**src/sv/sqi_pkg.sv**
```systemverilog
`timescale 1ns / 1ps
// Shared types, constants and the key compare for the sorted insert queue.
package sqi_pkg;

  localparam int KEY_W     = 32;
  localparam int COUNT_W   = 5;
  localparam int DEPTH_DEF = 16;

  localparam logic       OP_PUSH = 1'b0;
  localparam logic       OP_POP  = 1'b1;

  localparam logic [1:0] ST_OK    = 2'd0;
  localparam logic [1:0] ST_FULL  = 2'd1;
  localparam logic [1:0] ST_EMPTY = 2'd2;

  typedef struct packed {
    logic [KEY_W-1:0] key;
    logic             valid;
    logic             found;
  } cell_link_t;

  // true when key a orders strictly after key b
  function automatic logic key_greater(input logic [KEY_W-1:0] a,
                                       input logic [KEY_W-1:0] b,
                                       input logic             sgn);
    logic [KEY_W-1:0] aa;
    logic [KEY_W-1:0] bb;
    aa = a ^ {sgn, {(KEY_W-1){1'b0}}};
    bb = b ^ {sgn, {(KEY_W-1){1'b0}}};
    return aa > bb;
  endfunction

endpackage

```
**src/sv/sqi_in_if.sv**
```systemverilog
`timescale 1ns / 1ps
// Input channel: operation and key with valid/ready handshake.
interface sqi_in_if;
  logic                        valid;
  logic                        ready;
  logic                        operation;
  logic [sqi_pkg::KEY_W-1:0]   key;

  modport source (output valid, output operation, output key, input ready);
  modport sink   (input valid, input operation, input key, output ready);
endinterface

```
**src/sv/sqi_out_if.sv**
```systemverilog
`timescale 1ns / 1ps
// Result channel: popped key, status and store summary with valid/ready handshake.
interface sqi_out_if;
  logic                          valid;
  logic                          ready;
  logic [sqi_pkg::KEY_W-1:0]     popped_key;
  logic [1:0]                    status;
  logic [sqi_pkg::COUNT_W-1:0]   entry_count;
  logic [sqi_pkg::KEY_W-1:0]     front_key;
  logic [sqi_pkg::KEY_W-1:0]     back_key;
  logic                          is_empty;

  modport source (output valid, output popped_key, output status, output entry_count,
                  output front_key, output back_key, output is_empty, input ready);
  modport sink   (input valid, input popped_key, input status, input entry_count,
                  input front_key, input back_key, input is_empty, output ready);
endinterface

```
**src/sv/sorted_insert_queue.sv**
```systemverilog
`timescale 1ns / 1ps
// Sorted insert queue top level: chain of key cells, count, back key and result register.
// The result of an item is registered and valid in the cycle after its input transfer.
// Throughput: one item per cycle while the result side keeps taking results.
// The push position is found by a found-flag rippling through the cell chain.
// Reset (rst, synchronous): store empty, no result pending, compare_signed set to 1.
module sorted_insert_queue #(
  parameter int DEPTH = sqi_pkg::DEPTH_DEF
) (
  input  logic             clk,
  input  logic             rst,
  input  logic             cfg_wr_en,
  input  logic             cfg_wr_data,
  sqi_in_if.sink           in_ch,
  sqi_out_if.source        out_ch
);

  localparam int CNT_W = $clog2(DEPTH + 1);

  logic                       compare_signed;
  logic [CNT_W-1:0]           count;
  logic [sqi_pkg::KEY_W-1:0]  back;

  sqi_pkg::cell_link_t        links [DEPTH];
  sqi_pkg::cell_link_t        lefts [DEPTH];
  sqi_pkg::cell_link_t        rights[DEPTH];
  logic [DEPTH-1:0]           gt_vec;

  logic                       accept;
  logic                       full;
  logic                       push_en;
  logic                       pop_en;
  logic                       any_gt;
  logic [CNT_W-1:0]           count_next;
  logic [sqi_pkg::KEY_W-1:0]  back_next;
  logic [sqi_pkg::KEY_W-1:0]  front_next;
  logic [1:0]                 status_next;
  logic [sqi_pkg::KEY_W-1:0]  popped_next;

  assign in_ch.ready = !out_ch.valid || out_ch.ready;
  assign accept      = in_ch.valid && in_ch.ready;
  assign full        = (count == CNT_W'(DEPTH));
  assign push_en     = accept && (in_ch.operation == sqi_pkg::OP_PUSH) && !full;
  assign pop_en      = accept && (in_ch.operation == sqi_pkg::OP_POP) && (count != '0);
  assign any_gt      = |gt_vec;

  genvar i;
  generate
    for (i = 0; i < DEPTH; i++) begin : g_cell
      if (i == 0) begin : g_first
        assign lefts[i] = '0;
      end else begin : g_mid
        assign lefts[i] = links[i-1];
      end
      if (i == DEPTH - 1) begin : g_last
        assign rights[i] = '0;
      end else begin : g_inner
        assign rights[i] = links[i+1];
      end
      sqi_cell u_cell (
        .clk            (clk),
        .rst            (rst),
        .push_en        (push_en),
        .pop_en         (pop_en),
        .new_key        (in_ch.key),
        .compare_signed (compare_signed),
        .left           (lefts[i]),
        .right          (rights[i]),
        .link           (links[i]),
        .gt             (gt_vec[i])
      );
    end
  endgenerate

  always_comb begin
    count_next  = count;
    back_next   = back;
    front_next  = links[0].valid ? links[0].key : '0;
    status_next = sqi_pkg::ST_OK;
    popped_next = '0;
    if (in_ch.operation == sqi_pkg::OP_PUSH) begin
      if (full) begin
        status_next = sqi_pkg::ST_FULL;
      end else begin
        count_next = count + CNT_W'(1);
        if (!any_gt) begin
          back_next = in_ch.key;
        end
        if (!links[0].valid || gt_vec[0]) begin
          front_next = in_ch.key;
        end
      end
    end else begin
      if (count == '0) begin
        status_next = sqi_pkg::ST_EMPTY;
      end else begin
        count_next  = count - CNT_W'(1);
        popped_next = links[0].key;
        front_next  = links[1].valid ? links[1].key : '0;
      end
    end
  end

  always_ff @(posedge clk) begin
    if (rst) begin
      compare_signed <= 1'b1;
      count          <= '0;
      out_ch.valid   <= 1'b0;
    end else begin
      if (cfg_wr_en) begin
        compare_signed <= cfg_wr_data;
      end
      if (accept) begin
        count        <= count_next;
        out_ch.valid <= 1'b1;
      end else if (out_ch.ready) begin
        out_ch.valid <= 1'b0;
      end
    end
  end

  always_ff @(posedge clk) begin
    if (accept) begin
      back               <= back_next;
      out_ch.popped_key  <= popped_next;
      out_ch.status      <= status_next;
      out_ch.entry_count <= sqi_pkg::COUNT_W'(count_next);
      out_ch.front_key   <= (count_next == '0) ? '0 : front_next;
      out_ch.back_key    <= (count_next == '0) ? '0 : back_next;
      out_ch.is_empty    <= (count_next == '0);
    end
  end

endmodule

```
**src/sv/sqi_cell.sv**
```systemverilog
`timescale 1ns / 1ps
// One storage cell of the sorted chain: holds a key, shifts right on push, left on pop.
module sqi_cell (
  input  logic                       clk,
  input  logic                       rst,
  input  logic                       push_en,
  input  logic                       pop_en,
  input  logic [sqi_pkg::KEY_W-1:0]  new_key,
  input  logic                       compare_signed,
  input  sqi_pkg::cell_link_t        left,
  input  sqi_pkg::cell_link_t        right,
  output sqi_pkg::cell_link_t        link,
  output logic                       gt
);

  logic [sqi_pkg::KEY_W-1:0] key;
  logic                      valid;
  logic                      hit;

  assign gt   = valid && sqi_pkg::key_greater(key, new_key, compare_signed);
  assign hit  = gt || !valid;

  assign link.key   = key;
  assign link.valid = valid;
  assign link.found = left.found || hit;

  always_ff @(posedge clk) begin
    if (rst) begin
      valid <= 1'b0;
    end else if (push_en) begin
      if (left.found) begin
        valid <= left.valid;
      end else if (hit) begin
        valid <= 1'b1;
      end
    end else if (pop_en) begin
      valid <= right.valid;
    end
  end

  always_ff @(posedge clk) begin
    if (push_en) begin
      if (left.found) begin
        key <= left.key;
      end else if (hit) begin
        key <= new_key;
      end
    end else if (pop_en) begin
      key <= right.key;
    end
  end

endmodule

```
**src/flat_wrapper.sv**
```systemverilog
// flat-port wrapper written by rule: the top's interface ports become plain ports
module sorted_insert_queue_flat 
#(
  parameter int DEPTH = sqi_pkg::DEPTH_DEF
)
  (clk, rst, cfg_wr_en, cfg_wr_data, in_ch_valid, in_ch_operation, in_ch_key, in_ch_ready, out_ch_valid, out_ch_popped_key, out_ch_status, out_ch_entry_count, out_ch_front_key, out_ch_back_key, out_ch_is_empty, out_ch_ready);
  sqi_in_if in_ch_i ();
  sqi_out_if out_ch_i ();
  input  logic clk;
  input  logic rst;
  input  logic cfg_wr_en;
  input  logic cfg_wr_data;
  input wire logic [$bits(in_ch_i.valid)-1:0] in_ch_valid;
  input wire logic [$bits(in_ch_i.operation)-1:0] in_ch_operation;
  input wire logic [$bits(in_ch_i.key)-1:0] in_ch_key;
  output wire logic [$bits(in_ch_i.ready)-1:0] in_ch_ready;
  output wire logic [$bits(out_ch_i.valid)-1:0] out_ch_valid;
  output wire logic [$bits(out_ch_i.popped_key)-1:0] out_ch_popped_key;
  output wire logic [$bits(out_ch_i.status)-1:0] out_ch_status;
  output wire logic [$bits(out_ch_i.entry_count)-1:0] out_ch_entry_count;
  output wire logic [$bits(out_ch_i.front_key)-1:0] out_ch_front_key;
  output wire logic [$bits(out_ch_i.back_key)-1:0] out_ch_back_key;
  output wire logic [$bits(out_ch_i.is_empty)-1:0] out_ch_is_empty;
  input wire logic [$bits(out_ch_i.ready)-1:0] out_ch_ready;
  assign in_ch_i.valid = in_ch_valid;
  assign in_ch_i.operation = in_ch_operation;
  assign in_ch_i.key = in_ch_key;
  assign in_ch_ready = in_ch_i.ready;
  assign out_ch_valid = out_ch_i.valid;
  assign out_ch_popped_key = out_ch_i.popped_key;
  assign out_ch_status = out_ch_i.status;
  assign out_ch_entry_count = out_ch_i.entry_count;
  assign out_ch_front_key = out_ch_i.front_key;
  assign out_ch_back_key = out_ch_i.back_key;
  assign out_ch_is_empty = out_ch_i.is_empty;
  assign out_ch_i.ready = out_ch_ready;
  sorted_insert_queue #(.DEPTH(DEPTH)) u_core (.clk(clk), .rst(rst), .cfg_wr_en(cfg_wr_en), .cfg_wr_data(cfg_wr_data), .in_ch(in_ch_i), .out_ch(out_ch_i));
endmodule
```
**config.mk**
```make
export PLATFORM = sky130hd
export DESIGN_NAME = sorted_insert_queue_flat
export DESIGN_NICKNAME = d
export VERILOG_FILES = /design/src/sv/sqi_pkg.sv /design/src/sv/sqi_in_if.sv /design/src/sv/sqi_out_if.sv /design/src/sv/sorted_insert_queue.sv /design/src/sv/sqi_cell.sv /design/src/flat_wrapper.sv
export SDC_FILE = /design/constraint.sdc
export NUM_CORES = 2
export LEC_CHECK = 0
export BUFFER_PORTS_ARGS = -buffer_cell sky130_fd_sc_hd__buf_4
export CAP_MARGIN = 30
export CORE_MARGIN = 5
export CORE_UTILIZATION = 35
export DETAILED_ROUTE_END_ITERATION = 8
export RECOVER_POWER = 25
export SETUP_SLACK_MARGIN = 0.5
export SLEW_MARGIN = 5
export SYNTH_ARGS = -nofsm -noshare
export SYNTH_HDL_FRONTEND = slang
export SYNTH_SLANG_ARGS = --single-unit
export TNS_END_PERCENT = 5
```
**constraint.sdc**
```tcl
create_clock -name clk -period 11.5 [get_ports clk]
set_input_delay 2.3 -clock clk [delete_from_list [all_inputs] [get_ports clk]]
set_output_delay 2.3 -clock clk [all_outputs]
set_load 0.1 [all_outputs]
```
=== Word-level counts from Yosys, hierarchy flattened ===
Index checks and enable logic that the tools add are counted.

* Register bits: 671
* Input port bits: 39

* Add/sub/neg operators: 2
* $lt $le $gt $ge: 16
* Equal/unequal tests: 17
* Muxes and demuxes: 143
* Bitwise logic cells: 18
* Reductions and logical operators: 93

{| class="wikitable"
|+ Operators by type and width
! operator !! number
|-
| $mux 32 || 72
|-
| $xor 32x32->32 || 17
|-
| $gt 32x32->1 || 16
|-
| $mux 1 || 66
|-
| $ne 3x3->1 const B || 14
|-
| $reduce_and 2->1 || 16
|-
| $logic_or 1x1->1 || 31
|-
| $logic_and 1x1->1 || 21
|-
| $logic_not 1->1 || 18
|-
| $reduce_or 16->1 || 1
|-
| $mux 5 || 3
|-
| $logic_not 5->1 || 2
|-
| $add 5x1->5 const B || 1
|-
| $eq 5x5->1 const B || 1
|-
| $reduce_bool 5->1 || 1
|-
| $sub 5x1->5 const B || 1
|-
| $mux 2 || 2
|-
| $reduce_bool 2->1 || 2
|-
| $ne 3x2->1 const B || 1
|-
| $ne 2x1->1 const B || 1
|-
| $reduce_or 2->1 || 1
|-
| $not 1->1 || 1
|}

=== Depth between registers and ports, before layout ===
* Word-level depth: 20
* Depth in mapped cells: 17
* Mapped depth without buffers: 11

=== By module ===
A second synthesis with hierarchy kept.

* Cells, all modules: 4731
* Area, all modules: 47753.3 sq um

{| class="wikitable"
|+ By module, submodules not included
! module !! times used !! cells an instance !! area each (sq um)
|-
| sqi_cell || 16 || 263 || 2562.5
|-
| sorted_insert_queue || 1 || 523 || 6754.0
|}

=== Least setup slack after synthesis ===
No wires, ideal clock.

* Kind: input -> register
* Start point: input port out_ch_ready
* End point: register u_core.g_cell[0].u_cell.key[0] in the netlist's numbering, enable pin
* Arrival time: 8.790 ns
* Data required time: 10.842 ns
* Path slack: 2.052 ns
* Stages on the path: 7
* Path buffers: 2
* Cell sequence: nand2b_1 -> nand2_1 -> clkinv_1 -> nand2_1 -> clkbuf_1 -> clkbuf_1 -> o21ai_0

* Word-level cells in the longest chain between the ends: 6
* Elaborated cells between the ends (all ways): 9

{| class="wikitable"
|+ RTL lines
! item !! line !! source
|-
| start, declared || flat_wrapper.sv:24 || <nowiki>input wire logic [$bits(out_ch_i.ready)-1:0] out_ch_ready;</nowiki>
|-
| $logic_or 1x1->1 (*) || sorted_insert_queue.sv:40 || <nowiki>assign in_ch.ready = !out_ch.valid || out_ch.ready;</nowiki>
|-
| $logic_and 1x1->1 (*) || sorted_insert_queue.sv:41 || <nowiki>assign accept = in_ch.valid && in_ch.ready;</nowiki>
|-
| named net u_core.accept || sorted_insert_queue.sv:29 || <nowiki>logic accept;</nowiki>
|-
| $logic_and 1x1->1 (on tied branches) (2 in series) || sorted_insert_queue.sv:43, sorted_insert_queue.sv:44 ||
|-
| $ne 2x1->1 (no line) / $reduce_bool 2->1 (equally long branches) || -- ||
|-
| $reduce_and 2->1 (no line) (*) || -- ||
|-
| end signal, assigned || sqi_cell.sv:44 || <nowiki>key <= left.key;</nowiki>
|-
| end signal, assigned || sqi_cell.sv:46 || <nowiki>key <= new_key;</nowiki>
|-
| end signal, assigned || sqi_cell.sv:49 || <nowiki>key <= right.key;</nowiki>
|-
| end, declared || sqi_cell.sv:16 || <nowiki>logic [sqi_pkg::KEY_W-1:0] key;</nowiki>
|}

The timed path passes the listed nets; every way through them passes the cells marked *.
A chain may end at the register's enable or synchronous reset.

=== Final worst setup path ===
* Start point: input port out_ch_ready
* End point: register u_core.g_cell[14].u_cell.key[2] in the netlist's numbering, enable pin

* Word-level cells in the longest chain between the ends: 6
* Elaborated cells between the ends (all ways): 9

{| class="wikitable"
|+ RTL lines
! item !! line
|-
| $logic_or 1x1->1 (*) || sorted_insert_queue.sv:40
|-
| $logic_and 1x1->1 (*) || sorted_insert_queue.sv:41
|-
| named net u_core.accept || sorted_insert_queue.sv:29
|-
| $logic_and 1x1->1 (on tied branches) (2 in series) || sorted_insert_queue.sv:43, sorted_insert_queue.sv:44
|-
| $ne 3x3->1 (no line) / $reduce_bool 2->1 (equally long branches) || --
|-
| $reduce_and 2->1 (no line) (*) || --
|-
| end signal, assigned || sqi_cell.sv:44
|-
| end signal, assigned || sqi_cell.sv:46
|-
| end signal, assigned || sqi_cell.sv:49
|-
| end, declared || sqi_cell.sv:16
|}

Marks and branches as above.

==> run_results.csv <==
group,metric,value,unit
status,status,"complete, but fails checks",
status,violations,"max-capacitance violations, max-slew violations",
worst_hold_path,holdPathStages,2,
placed_design,postPlaceCellArea,0.0474,mm^2
critical_path,required,11880,ps
power,cellPowerDensity,155,mW/mm^2
grt,antenna_found_initial,2,
routing,initialDrtViolationCount,3775,
sta,setup_viol,0,
power,p_leak,19.6,nW
clocking,cts_buffers,77,
yosys,syn_inst,4577,
grt,grt_max_degree,142,
final_layout,regArea,0.0199,mm^2
floorplanning,die-area,0.134,mm^2
grt,overflow,0,
power,fin_total_pwr,7.71,mW
worst_hold_path,hp-class,"reg -> reg",
clocking,cts_buffer_depth,3,
flow_run,maxCapViolCount,8,
yosys,synth_edf_count,648,
critical_path,cp-start-kind,"input pin",
critical_path,crit_arrival,9510,ps
yosys,synth_most_common_cell,"nand2_1",
sta,worstMarginPinSlew,3980,ps
critical_path,worstSetupPathType,"in -> reg",
yosys,ys_types,77,
clocking,cts_sinks,671,
clocking,cts_tree,"done",
yosys,synth.avg_cell_area,9.73,um^2
critical_path,rr_worst_depth,7,
sta,max_clock_freq,109,MHz
final_layout,fill_cells,12368,
routing,drc,0,
final_layout,area_growth,11.4,%
routing,wl,146,mm
final_layout,final_layout_size_suffix_gt1_share,5.65,%
yosys,ys_warn_count,0,
placed_design,place.gp.congestion,0.892,
power,irDropWorstVdd,122,uV
yosys,async_flop_share,0,%
final_layout,fin_area,0.0496,mm^2
clocking,cts_hold_buf,0,
sta,setup_tns,0,ps
routing,wl_per_cell,23.1,um
sta,slew_headroom,-165,%
routing,num_vias,36520,
yosys,synth_top_area_cell,"edfxtp_1",
sta,finalMaxSlewViolations,365,
grt,grt_pass1_vias,35020,
floorplanning,start_util,35.3,%
yosys,synthFlopType,"edfxtp_1",
routing,postRouteAntennaNets,0,
yosys,synth_area_leaders,"edfxtp_1, ha_1, nand2_1",
yosys,seq_area_frac_synth,44.7,%
floorplanning,rows,130,
final_layout,multiInputGateArea,0.0234,mm^2
grt,grt_util_all_layers,20.8,%
yosys,synth_top_area_share,43.7,%
floorplanning,ios,145,
routing,viasPerCell,5.79,
clocking,clk_pin_slew,60,ps
clocking,cts.root.buffer_cell,"clkbuf_16",
critical_path,crit_path_end_kind,"flip-flop",
critical_path,critPathMaxFanout,70,
sta,rsz0062_at_grt,"false",
routing,drtPass1Iterations,6,
final_layout,post-route-util,39.4,%
clocking,htreeDepth,3,
yosys,synth_seq_cells,671,
placed_design,io_buffers,144,
final_layout,nNetsFinal,5142,
yosys,synth_common_cells,"nand2_1, edfxtp_1, ha_1, o21ai_0, a21oi_1",
sta,fin_crit,9130,ps
floorplanning,die_h,367,um
placed_design,hpwl,107,mm
clocking,cts_resized,0,
yosys,syn_nets,5128,
grt,grt_pass1_wl,220,mm
yosys,synth.cell_area,0.0445,mm^2
floorplanning,coreArea,0.126,mm^2
clocking,clk_latency,650,ps
sta,finalHoldViolCount,0,
sta,skew,19.8,ps
clocking,post_cts_buffers,0,
sta,final.period_utilization,79.4,%
floorplanning,die_x,367,um
==> where the power goes <==
| part | switching, mW | internal, mW | leakage [nW] |
|---|---|---|---|
| Sequential | 0.232 | 3.07 | 6.42 |
| Clock | 1.07 | 1.48 | 1.24 |
| Combinational | 1.34 | 0.527 | 12.0 |
| Total | 2.64 | 5.08 | 19.6 |
==> worst paths after layout <==
path	endpoint	from	slack, ps
worst max-delay path	u_core.g_cell[14].u_cell.key[2]	out_ch_ready	2370
worst min-delay path	u_core.g_cell[1].u_cell.valid	u_core.g_cell[1].u_cell.valid	510
worst max register to register	u_core.g_cell[14].u_cell.key[2]	u_core.out_ch.valid	3870
worst min register to register	u_core.g_cell[1].u_cell.valid	u_core.g_cell[1].u_cell.valid	510
==> logic make-up (layout without fill, tap and decap cells) <==
logic type | Yosys count | count (layout) | synth area share (%)
AOI/OAI and AO/OA | 1211 | 1211 | 16.6
xor gates and xnor gates | 19 | 19 | 0.374
adders and majority gates | 512 | 512 | 14.4
buffers and inverters | 372 | 447 | 3.23
DFF | 671 | 671 | 44.7
muxes | 198 | 198 | 4.45
other | 0 | 3 | 0
and+or+nand+nor | 1594 | 1594 | 16.3
==> stage by stage <==
stage | cells | setup WS (ps) | hold slack, ps
2_1_floorplan | 4577 | 2050 | 476
3_3_place_gp | 6156 | 2870 | 491
3_5_place_dp | 6158 | 2790 | 500
4_1_cts | 6298 | 3450 | 507
5_1_grt | 6304 | 1670 | 557
6_report | 6305 | 2370 | 513
==> state kept, by name, indices dropped and copies added, names as in the netlist <==
register                    flops
u_core.back                    32
u_core.compare_signed           1
u_core.count                    5
u_core.g_cell.u_cell.key      512
u_core.g_cell.u_cell.valid     16
u_core.out_ch.back_key         32
u_core.out_ch.entry_count       5
u_core.out_ch.front_key        32
u_core.out_ch.is_empty          1
u_core.out_ch.popped_key       32
u_core.out_ch.status            2
u_core.out_ch.valid             1
==> final cells by class <==
cell class                 count  share of cell area, %
antenna                        3                 0.0151
inverter                      79                  0.600
timing repair buffer         228                   2.83
tap                         1650                   4.16
multi-input combinational   3534                   47.1
clock inverter                45                  0.923
clock buffer                  95                   4.23
sequential                   671                   40.1
==> worst max-delay path, stage by stage <==
cell and delay, ps:
clkbuf_4 100, nand2b_1 160, nand2_1 340, clkinvlp_2 2390
nand2_4 1770, clkbuf_1 1540, o21ai_4 460, buf_4 370
==> placed cells by master (no fill, tap or decap), drive strengths merged, types with 141 or more instances in the layout <==
cell,instances
nand2,802
edfxtp,648
ha,512
o21ai,400
a21oi,359
nand3,247
clkbuf,211
mux2i,198
nor2,195
o211ai,141
==> layer usage <==
metal,up-vias,track usage [%],wire [um]
li1,17267,-,-
met1,17559,28.0,63300
met2,1445,33.7,66900
met3,249,2.95,9540
met4,0,8.47,6100
met5,-,0,0
Note: power is estimated with default switching activity, not from simulation.
